$ cat src/design/rau_pkg.sv
`timescale 1ns / 1ps

package rau_pkg;

  // Default width of the fraction values.
  localparam int ValueWidthDefault = 32;

  // Number of cross products formed on the shared multiplier.
  localparam int MulCount = 4;
  localparam int MulIdxW  = $clog2(MulCount);

  typedef enum logic [2:0] {
    OP_ADD = 3'd0,
    OP_SUB = 3'd1,
    OP_MUL = 3'd2,
    OP_DIV = 3'd3,
    OP_NEG = 3'd4,
    OP_INC = 3'd5,
    OP_DEC = 3'd6
  } op_t;

  typedef enum logic [1:0] {
    ST_OK       = 2'd0,
    ST_ZERO_DEN = 2'd1,
    ST_DIV_ZERO = 2'd2,
    ST_OVERFLOW = 2'd3
  } status_t;

  typedef struct packed {
    op_t                op;
    logic signed [31:0] a_num;
    logic signed [31:0] a_den;
    logic signed [31:0] b_num;
    logic signed [31:0] b_den;
  } in_item_t;

  typedef struct packed {
    logic signed [31:0] res_num;
    logic [30:0]        res_den;
    logic               is_equal;
    logic               is_less;
    status_t            status;
  } out_item_t;

  typedef enum logic [2:0] {
    S_IDLE,
    S_MUL,
    S_FORM,
    S_GCD,
    S_DIV,
    S_DONE
  } state_t;

  // Commands from the controller to the datapath.
  typedef struct packed {
    logic               load;
    logic               mul;
    logic [MulIdxW-1:0] mul_idx;
    logic               form;
    logic               gcd_step;
    logic               div_init;
    logic               div_step;
    logic               finish;
  } ctrl_cmd_t;

  // Status from the datapath to the controller.
  typedef struct packed {
    logic zero_den;
    logic reduce;
    logic gcd_done;
  } dp_sts_t;

endpackage

$ cat src/design/rau_ctrl.sv
`timescale 1ns / 1ps

module rau_ctrl #(
  parameter int ValueWidth = rau_pkg::ValueWidthDefault
) (
  input  logic                clk,
  input  logic                rst,
  input  logic                req_valid,
  output logic                req_stall,
  input  logic                out_free,
  input  rau_pkg::dp_sts_t    sts,
  output rau_pkg::ctrl_cmd_t  cmd
);
  import rau_pkg::*;

  localparam int MagWidth = 2 * ValueWidth;
  localparam int DivCntW  = $clog2(MagWidth);

  state_t             state;
  state_t             state_next;
  logic [MulIdxW-1:0] mul_cnt;
  logic [DivCntW-1:0] div_cnt;

  always_ff @(posedge clk) begin
    if (rst) begin
      state   <= S_IDLE;
      mul_cnt <= '0;
      div_cnt <= '0;
    end else begin
      state   <= state_next;
      mul_cnt <= (state == S_MUL) ? mul_cnt + 1'b1 : '0;
      div_cnt <= (state == S_DIV) ? div_cnt + 1'b1 : '0;
    end
  end

  always_comb begin
    state_next = state;
    case (state)
      S_IDLE: begin
        if (req_valid) state_next = S_MUL;
      end
      S_MUL: begin
        if (sts.zero_den) state_next = S_DONE;
        else if (mul_cnt == MulIdxW'(MulCount - 1)) state_next = S_FORM;
      end
      S_FORM: begin
        state_next = sts.reduce ? S_GCD : S_DONE;
      end
      S_GCD: begin
        if (sts.gcd_done) state_next = S_DIV;
      end
      S_DIV: begin
        if (div_cnt == DivCntW'(MagWidth - 1)) state_next = S_DONE;
      end
      S_DONE: begin
        if (out_free) state_next = S_IDLE;
      end
      default: state_next = S_IDLE;
    endcase
  end

  always_comb begin
    cmd       = '0;
    req_stall = (state != S_IDLE);
    case (state)
      S_IDLE: cmd.load = req_valid;
      S_MUL: begin
        cmd.mul     = !sts.zero_den;
        cmd.mul_idx = mul_cnt;
      end
      S_FORM: cmd.form = 1'b1;
      S_GCD: begin
        cmd.div_init = sts.gcd_done;
        cmd.gcd_step = !sts.gcd_done;
      end
      S_DIV:  cmd.div_step = 1'b1;
      S_DONE: cmd.finish = out_free;
      default: cmd = '0;
    endcase
  end

endmodule

$ cat config.mk
export PLATFORM = sky130hd
export DESIGN_NAME = rau_ctrl
export DESIGN_NICKNAME = d
export VERILOG_FILES = /design/src/design/rau_pkg.sv /design/src/design/rau_ctrl.sv
export SDC_FILE = /design/constraint.sdc
export NUM_CORES = 1
export LEC_CHECK = 0
export ABC_CLOCK_PERIOD_IN_PS = 3090
export BUFFER_PORTS_ARGS = -buffer_cell sky130_fd_sc_hd__buf_4
export CAP_MARGIN = 40
export CORE_MARGIN = 3
export CORE_UTILIZATION = 50
export DETAILED_ROUTE_END_ITERATION = 10
export HOLD_SLACK_MARGIN = 0.12
export PLACE_DENSITY_LB_ADDON = 0.08
export SYNTH_ARGS = -nofsm -noshare
export SYNTH_HDL_FRONTEND = slang
export SYNTH_SLANG_ARGS = --single-unit
$ cat constraint.sdc
create_clock -name clk -period 3.09 [get_ports clk]
set_input_delay 0.4635 -clock clk [delete_from_list [all_inputs] [get_ports clk]]
set_output_delay 0.4635 -clock clk [all_outputs]
set_load 0.005 [all_outputs]
==> run_results.csv, run 1 <==
group,metric,value,unit
placement,port_buffers,16,
timing,tightest_slew,0.453,ns
placement,post-place-cells,102,
timing,whs,0.411,ns
yosys,avgSynthCellArea,8.74,µm²
setup_path,crit_fanout,14,
grt,grt_pass1_wl,2210,µm
clocking,cts_tree,"built",
setup_path,endpoint_kind,"primary output",
yosys,synth_area_leaders,"dfxtp_1 33%, nor2_2 5.6%, buf_6 5.1%",
floorplanning,die_h,42.5,µm
setup_path,path_cells,"nor2b_1 > nand2b_1 > nor2_1 > buf_4",
finish,final_util,67.5,%
placement,finalWeightedCongestion,0.784,
timing,fin_ws,1.17,ns
detailed_routing,first_pass_iters,3,
detailed_routing,ant_nets,0,
clocking,numCtsBuffers,3,
setup_path,cp_slowest_cell,"dfxtp_1",
finish,post_route_cells_drive_above_1_share,32.6,%
finish,instances_no_fill,106,
placement,hpwl,965,µm
setup_path,start_kind,"flop",
setup_path,r2r_setup_slack,1.65,ns
floorplanning,fp.coreArea,1170,µm²
setup_path,rr_worst_depth,4,
min_path,whs_path_depth,2,
yosys,synth_fp_nets,85,
finish,antennaDiodeCount,0,
timing,period_share,62.3,%
detailed_routing,wirelength,1260,µm
timing,maxClockFrequency,520,MHz
job,maxCapViolCount,0,
timing,fin_crit,1.92,ns
grt,grt_usage,16.4,%
power_and_ir_drop,power,0.499,mW
timing,setup_viol,0,
finish,layout_common_cells,"16 x buf_4, 11 x dfxtp_1, 8 x nor2_1, 6 x nor2_2",
timing,fin_skew,0.00343,ns
grt,grt_max_degree,18,
setup_path,critPathLaunch,"state[0]$_SDFFE_PP0P_",
floorplanning,dieArea,1800,µm²
floorplanning,io_pins,17,
timing,setup_tns,0,ns
detailed_routing,viasPerCell,5.29,
floorplanning,start_util,56.7,%
power_and_ir_drop,irDropWorstVdd,0.000350,V
yosys,yosysUniqueCellTypes,34,
finish,finalNetCount,102,
detailed_routing,drtIter0Drc,2,
min_path,hold_path_class,"input pin to flop",
status,status,"complete, no violations",
power_and_ir_drop,p_leak,0.334,nW
timing,drv_slew,0,
setup_path,crit_required,2.63,ns
clocking,clock_sinks,11,
yosys,yosysSeqAreaShare,33.1,%
yosys,synth_top_area_cell,"dfxtp_1",
clocking,clockRootBuffer,"clkbuf_4",
setup_path,crit_arrival,1.46,ns
timing,slew_headroom,69.8,%
finish,syn2layout_area_growth,19.0,%
clocking,post_cts_buffers,0,
clocking,h-tree-depth,1,
clocking,clkTransAtPathRegs,0.07,ns
clocking,clockBufferDepth,2,
power_and_ir_drop,cellPowerDensity,631,nW/µm²
finish,layout_commonest_cell,"buf_4",
finish,fillerInstances,104,
setup_path,path_class,"flop to primary output",
yosys,yosysWarnings,0,
clocking,clock_latency,0.27,ns
floorplanning,num_rows,12,
yosys,ys_ff_latch,11,
timing,hold_violations,0,
placement,preCtsSetupSlack,1.47,ns
clocking,cts_resized,0,
setup_path,endpoint,"cmd[7]",
detailed_routing,num_vias,561,
grt,antenna_found_initial,0,
setup_path,cpPeakStageDelay,0.55,ns
yosys,synth_top_area_share,33.1,%
yosys,synthCells,76,
detailed_routing,drc,0,
yosys,synth.cell_area,664,µm²
placement,dpl_cell_area,763,µm²
floorplanning,die_width,42.5,µm
finish,design_area,791,µm²
setup_path,r2r_start,"state[1]$_SDFFE_PP0P_",
detailed_routing,avgRoutedWirePerCell,11.8,µm
clocking,holdBufCountCts,0,
grt,grt_pass1_vias,497,
timing,rsz0062_at_grt,"false",
grt,grt-ovfl-total,0,
setup_path,r2r_end,"state[2]$_SDFFE_PP0P_",
-- sequential cells by signal, summed over array words and instances (netlist names) --
signal   count
state        3
div_cnt      6
mul_cnt      2
-- cell families after synthesis --
group           after synthesis  share of synthesized area, %
buf+inv                       7                          7.53
fa+ha+maj                     2                          3.77
flops                        11                          33.1
xor+xnor                      4                          5.27
simple gates                 41                          39.0
compound gates               11                          11.3
-- cell type report --
type                       instances  area (µm²)  area share [%]
multi-input combinational         58         394            49.8
sequential                        11         220            27.8
timing repair buffer              16         120            15.2
clock buffer                       3        22.5            2.85
tap                               14        17.5            2.22
inverter                           3        11.3            1.42
clock inverter                     1        5.00           0.633
-- per-layer routing --
layer	GRT usage (%)	vias up	wire length, µm
met4	7.45	0	19
met2	21.9	13	551
met3	7.73	4	68
li1	-	295	-
met1	22.1	249	616
met5	0	-	0
-- synth_stat cells --
library cell,number
nand3b_1,1
and2_1,2
or3_1,1
buf_6,3
a21oi_1,2
o311ai_1,1
o21ai_1,1
nor2b_1,2
or4b_4,1
nand3_1,3
nor2_1,8
and3_1,2
o31ai_1,2
ha_1,2
and2b_1,1
nor3b_1,3
nor2_2,6
or3_4,1
xor2_1,3
a31oi_1,1
a211oi_1,1
nand2_1,2
or3b_1,1
nor3_1,3
o211ai_1,1
nand2b_1,2
dfxtp_1,11
o21ai_0,1
nor3b_2,1
nand2b_4,1
a221o_1,1
inv_1,3
buf_2,1
xnor2_1,1
-- worst min-delay path by stage --
stage                                      from                     to  slack [ns]
after floorplan           mul_cnt[0]$_SDFF_PP0_  mul_cnt[0]$_SDFF_PP0_        0.42
after global placement    div_cnt[0]$_SDFF_PP0_  div_cnt[0]$_SDFF_PP0_        0.46
after detailed placement  mul_cnt[0]$_SDFF_PP0_  mul_cnt[0]$_SDFF_PP0_        0.46
after CTS                                   rst  state[1]$_SDFFE_PP0P_        0.40
after global routing                        rst  mul_cnt[1]$_SDFF_PP0_        0.41
final                                       rst  state[1]$_SDFFE_PP0P_        0.41
-- critical path: cells and delay by family (launching register included) --
kind,cells,cell delay [ns]
DFF,1,0.55
buffers and inverters,1,0.11
and+or+nand+nor,3,0.53
-- power breakdown --
group / total, mW / internal (mW) / switching [mW]
Combinational: 0.192 / 0.108 / 0.0832
Clock: 0.0979 / 0.0480 / 0.0499
Sequential: 0.210 / 0.162 / 0.0477
No activity file was read; power rests on OpenSTA's default activity.
==> run 2: changes to the inputs <==
Settings changed: ABC_CLOCK_PERIOD_IN_PS 3090 to 1700, CORE_UTILIZATION 50 to 45.
Clock period 3.09 ns to 1.7 ns, I/O delays scaled along.
==> run 2 against run 1 <==
  * Clock skew is 0.0018 ns lower
  * Global-route usage is 2.3 points lower
  * First-iteration DRC count grew to 2.5 times the previous value
  * Non-clock buffer count stayed put
  * Register-to-register slack worse by 1.3 ns
  * Critical path type unchanged
  * Largest power group unchanged
  * Highest routed layer is now met3
==> run_results.csv, run 2 (synthesized netlist as in run 1, its figures left out) <==
group,metric,value,unit
floorplanning,dieArea,1970,µm²
detailed_routing,drtIter0Drc,5,
setup_path,crit_required,1.44,ns
job,maxCapViolCount,0,
finish,fillerInstances,145,
clocking,clockBufferDepth,2,
setup_path,crit_fanout,11,
power_and_ir_drop,p_leak,0.333,nW
clocking,cts_tree,"built",
clocking,clkTransAtPathRegs,0.07,ns
detailed_routing,wirelength,1240,µm
placement,port_buffers,16,
clocking,holdBufCountCts,0,
setup_path,endpoint,"cmd[5]",
placement,finalWeightedCongestion,0.756,
clocking,clock_sinks,11,
clocking,h-tree-depth,1,
setup_path,endpoint_kind,"primary output",
setup_path,start_kind,"flop",
grt,grt_usage,14.1,%
finish,design_area,797,µm²
detailed_routing,drc,0,
floorplanning,num_rows,13,
setup_path,r2r_start,"div_cnt[0]$_SDFF_PP0_",
finish,finalNetCount,102,
timing,hold_violations,0,
finish,layout_commonest_cell,"buf_4",
detailed_routing,first_pass_iters,2,
timing,fin_ws,0.149,ns
floorplanning,die_width,44.4,µm
setup_path,r2r_setup_slack,0.39,ns
finish,syn2layout_area_growth,20.0,%
detailed_routing,ant_nets,0,
finish,largest_reg_flops,6,
placement,hpwl,937,µm
timing,fin_skew,0.00167,ns
status,status,"complete, no violations",
detailed_routing,viasPerCell,5.25,
grt,grt_max_degree,18,
grt,grt-ovfl-total,0,
finish,layout_common_cells,"16 x buf_4, 8 x nor2_1, 8 x dfxtp_1, 6 x nor2_2",
grt,antenna_found_initial,0,
finish,largest-register,"div_cnt",
floorplanning,io_pins,17,
placement,dpl_cell_area,764,µm²
timing,tightest_slew,0.251,ns
grt,grt_pass1_vias,489,
finish,top_regs,"div_cnt: 6 flops, state: 3 flops, mul_cnt: 2 flops",
setup_path,r2r_end,"state[0]$_SDFFE_PP0P_",
floorplanning,start_util,49.2,%
timing,setup_tns,0,ns
clocking,cts_resized,2,
min_path,hold_path_class,"input pin to flop",
setup_path,crit_arrival,1.30,ns
finish,post_route_cells_drive_above_1_share,35.9,%
floorplanning,die_h,44.4,µm
timing,slew_headroom,83.0,%
power_and_ir_drop,cellPowerDensity,1160,nW/µm²
timing,period_share,91.2,%
finish,antennaDiodeCount,0,
timing,setup_viol,0,
setup_path,rr_worst_depth,5,
clocking,numCtsBuffers,3,
timing,rsz0062_at_grt,"false",
clocking,post_cts_buffers,0,
grt,grt_pass1_wl,1990,µm
setup_path,critPathLaunch,"state[2]$_SDFFE_PP0P_",
timing,drv_slew,0,
clocking,clockRootBuffer,"clkbuf_4",
floorplanning,fp.coreArea,1350,µm²
clocking,clock_latency,0.27,ns
timing,maxClockFrequency,645,MHz
min_path,holdCritStartpoint,"rst",
timing,fin_crit,1.55,ns
detailed_routing,num_vias,562,
power_and_ir_drop,irDropWorstVdd,0.000483,V
detailed_routing,avgRoutedWirePerCell,11.6,µm
setup_path,path_class,"flop to primary output",
placement,preCtsSetupSlack,0.247,ns
-- run 2: cell types whose count changed in the layout (fill, tap and decap cells not counted), sizes merged --
cell / delta
clkbuf: +1
clkinv: -1
-- run 2: final cells by class --
cell class | count | area (µm²) | area share (%)
Clock buffer | 4 | 26.3 | 3.30
Inverter | 3 | 11.3 | 1.41
Multi-Input combinational cell | 58 | 397 | 49.8
Sequential cell | 11 | 224 | 28.1
Tap cell | 15 | 18.8 | 2.35
Timing Repair Buffer | 16 | 120 | 15.1
-- run 2: power breakdown --
group | switching (mW) | internal (mW)
sequential | 0.0895 | 0.301
combinational | 0.156 | 0.201
clock | 0.0881 | 0.0909
-- run 2: metal layers --
layer,up-vias,share of wire (%),track usage (%)
li1,298,-,-
met1,248,50,17.8
met2,16,43,21.2
met3,0,7.3,7.32
met4,0,0,3.61
met5,-,0,0
-- run 2: through the flow --
step / std cells / utilization, % / hold WS, ns / power [mW]
after floorplan: 76 / - / 0.327 / 0.646
after global placement: 103 / 56.6 / 0.443 / 0.742
after detailed placement: 103 / 56.6 / 0.451 / 0.747
after CTS: 107 / 58.8 / 0.199 / 0.937
after global routing: 107 / 59.0 / 0.203 / 1.00
final: 107 / 59.0 / 0.200 / 0.926
-- run 2: worst min-delay path by stage --
stage / end / slack, ns / depth (start not counted)
after floorplan: state[1]$_SDFFE_PP0P_ / 0.33 / 1
after global placement: mul_cnt[0]$_SDFF_PP0_ / 0.44 / 1
after detailed placement: mul_cnt[0]$_SDFF_PP0_ / 0.45 / 1
after CTS: state[1]$_SDFFE_PP0P_ / 0.20 / 2
after global routing: state[1]$_SDFFE_PP0P_ / 0.20 / 2
final: state[1]$_SDFFE_PP0P_ / 0.20 / 2
-- run 2: worst max-delay path, stage by stage (launching register included) --
cell and delay, ns:
dfxtp_2 0.46, nand2b_1 0.20, nor2_1 0.07, and2_1 0.17, buf_4 0.13
==> run 3: changes to the inputs <==
Settings changed: CORE_UTILIZATION 45 to 34.
==> run 3 against run 2 <==
  * Flip-flop and latch count unchanged
  * Fmax is 3.7% lower
  * Clock power about the same
  * Critical path depth down 1
  * Non-clock buffer count is the same
  * Sequential power rose by 2%
  * First-iteration DRC count down 40%
  * Utilization down 14 points
  * Cell area is 1.7% higher
  * Sequential share of layout area fell by 0.32 points
  * Via count decreased by 1.1%
  * Highest routed layer is now met4
==> run_results.csv, run 3 (synthesized netlist as in run 1, its figures left out) <==
group,metric,value,unit
grt,grt_pass1_vias,543,
detailed_routing,drc,0,
setup_path,endpoint_kind,"primary output",
grt,grt_max_degree,18,
grt,grt_pass1_wl,2250,µm
setup_path,r2r_setup_slack,0.37,ns
timing,period_share,94.8,%
detailed_routing,num_vias,556,
setup_path,path_class,"flop to primary output",
setup_path,critPathLaunch,"state[1]$_SDFFE_PP0P_",
finish,fillerInstances,204,
finish,finalNetCount,102,
timing,hold_violations,0,
power_and_ir_drop,p_leak,0.333,nW
floorplanning,dieArea,2520,µm²
clocking,clockBufferDepth,2,
timing,rsz0062_at_grt,"false",
clocking,clock_latency,0.27,ns
detailed_routing,wirelength,1280,µm
timing,fin_ws,0.0892,ns
clocking,clkTransAtPathRegs,0.06,ns
min_path,hold_path_class,"input pin to flop",
floorplanning,fp.coreArea,1780,µm²
floorplanning,start_util,37.3,%
setup_path,r2r_end,"state[2]$_SDFFE_PP0P_",
placement,port_buffers,16,
finish,largest-register,"div_cnt",
setup_path,start_kind,"flop",
grt,grt_usage,11.8,%
timing,setup_tns,0,ns
finish,antennaDiodeCount,0,
setup_path,endpoint,"cmd[8]",
timing,drv_slew,0,
floorplanning,io_pins,17,
finish,layout_common_cells,"16 x buf_4, 9 x dfxtp_1, 8 x nor2_1, 6 x nor2_2",
timing,maxClockFrequency,621,MHz
grt,grt-ovfl-total,0,
finish,syn2layout_area_growth,22.0,%
placement,hpwl,948,µm
status,status,"complete, no violations",
setup_path,r2r_start,"state[1]$_SDFFE_PP0P_",
floorplanning,die_width,50.2,µm
job,maxCapViolCount,0,
power_and_ir_drop,irDropWorstVdd,0.000584,V
clocking,numCtsBuffers,3,
timing,fin_skew,0.00201,ns
detailed_routing,first_pass_iters,2,
timing,fin_crit,1.61,ns
detailed_routing,drtIter0Drc,3,
finish,largest_reg_flops,6,
placement,finalWeightedCongestion,0.730,
clocking,cts_tree,"built",
detailed_routing,viasPerCell,4.75,
clocking,h-tree-depth,1,
detailed_routing,ant_nets,0,
detailed_routing,avgRoutedWirePerCell,10.9,µm
setup_path,crit_arrival,1.36,ns
grt,antenna_found_initial,0,
floorplanning,die_h,50.2,µm
finish,layout_commonest_cell,"buf_4",
setup_path,crit_fanout,17,
finish,post_route_cells_drive_above_1_share,34.8,%
timing,setup_viol,0,
clocking,clockRootBuffer,"clkbuf_4",
finish,top_regs,"div_cnt: 6 flops, state: 3 flops, mul_cnt: 2 flops",
timing,tightest_slew,0.448,ns
floorplanning,num_rows,15,
power_and_ir_drop,cellPowerDensity,1140,nW/µm²
setup_path,rr_worst_depth,4,
timing,slew_headroom,70.1,%
clocking,holdBufCountCts,0,
setup_path,crit_required,1.44,ns
placement,preCtsSetupSlack,0.224,ns
clocking,clock_sinks,11,
## run 3: what timing repair did
action / CTS / global route
gates resized for setup: 1 / 3
setup buffers: 0 / 0
endpoints found under the setup margin: 2 / 3
pin swaps: 0 / 0
## run 3: worst min path at each step
stage / to / slack (ns) / start / cells past startpoint
floorplan: state[1]$_SDFFE_PP0P_ / 0.33 / rst / 1
finish: state[1]$_SDFFE_PP0P_ / 0.21 / rst / 2
CTS: state[1]$_SDFFE_PP0P_ / 0.21 / rst / 2
global route: state[1]$_SDFFE_PP0P_ / 0.22 / rst / 2
detailed placement: mul_cnt[0]$_SDFF_PP0_ / 0.44 / mul_cnt[0]$_SDFF_PP0_ / 1
global placement: mul_cnt[0]$_SDFF_PP0_ / 0.45 / mul_cnt[0]$_SDFF_PP0_ / 1
## run 3: stage by stage
step,utilization [%],power [mW],hold slack (ns),std cells,cell area (µm²)
6_report,45.5,0.927,0.213,117,811
5_1_grt,45.5,1.01,0.218,117,811
4_1_cts,45.1,0.932,0.212,117,805
3_5_place_dp,43.6,0.748,0.440,113,777
3_3_place_gp,43.6,0.751,0.446,113,777
2_1_floorplan,-,0.646,0.327,76,664
## run 3: power by group
group / total [mW] / internal [mW] / switching, mW
combinational: 0.355 / 0.201 / 0.154
sequential: 0.396 / 0.305 / 0.0909
clock: 0.176 / 0.0909 / 0.0846
total: 0.927 / 0.597 / 0.330
## run 3: final cells by class
type	count	area [µm²]	area share [%]
Multi-Input combinational cell	58	397	48.9
Sequential cell	11	225	27.8
Timing Repair Buffer	16	120	14.8
Tap cell	25	31.3	3.86
Clock buffer	4	26.3	3.24
Inverter	3	11.3	1.39
## run 3: layer usage
layer / vias to the layer above / global-route usage [%] / share of wire (%)
met5: - / 0 / 0
met4: 0 / 4.15 / 0.63
met3: 2 / 5.93 / 8.7
met2: 15 / 17.8 / 43
met1: 243 / 14.3 / 48
li1: 296 / - / -
## run 3: worst max-delay path, cell delays in order (launching register included)
cell     delay, ns
dfxtp_1       0.45
or3_1         0.44
nor2_1        0.09
buf_4         0.11
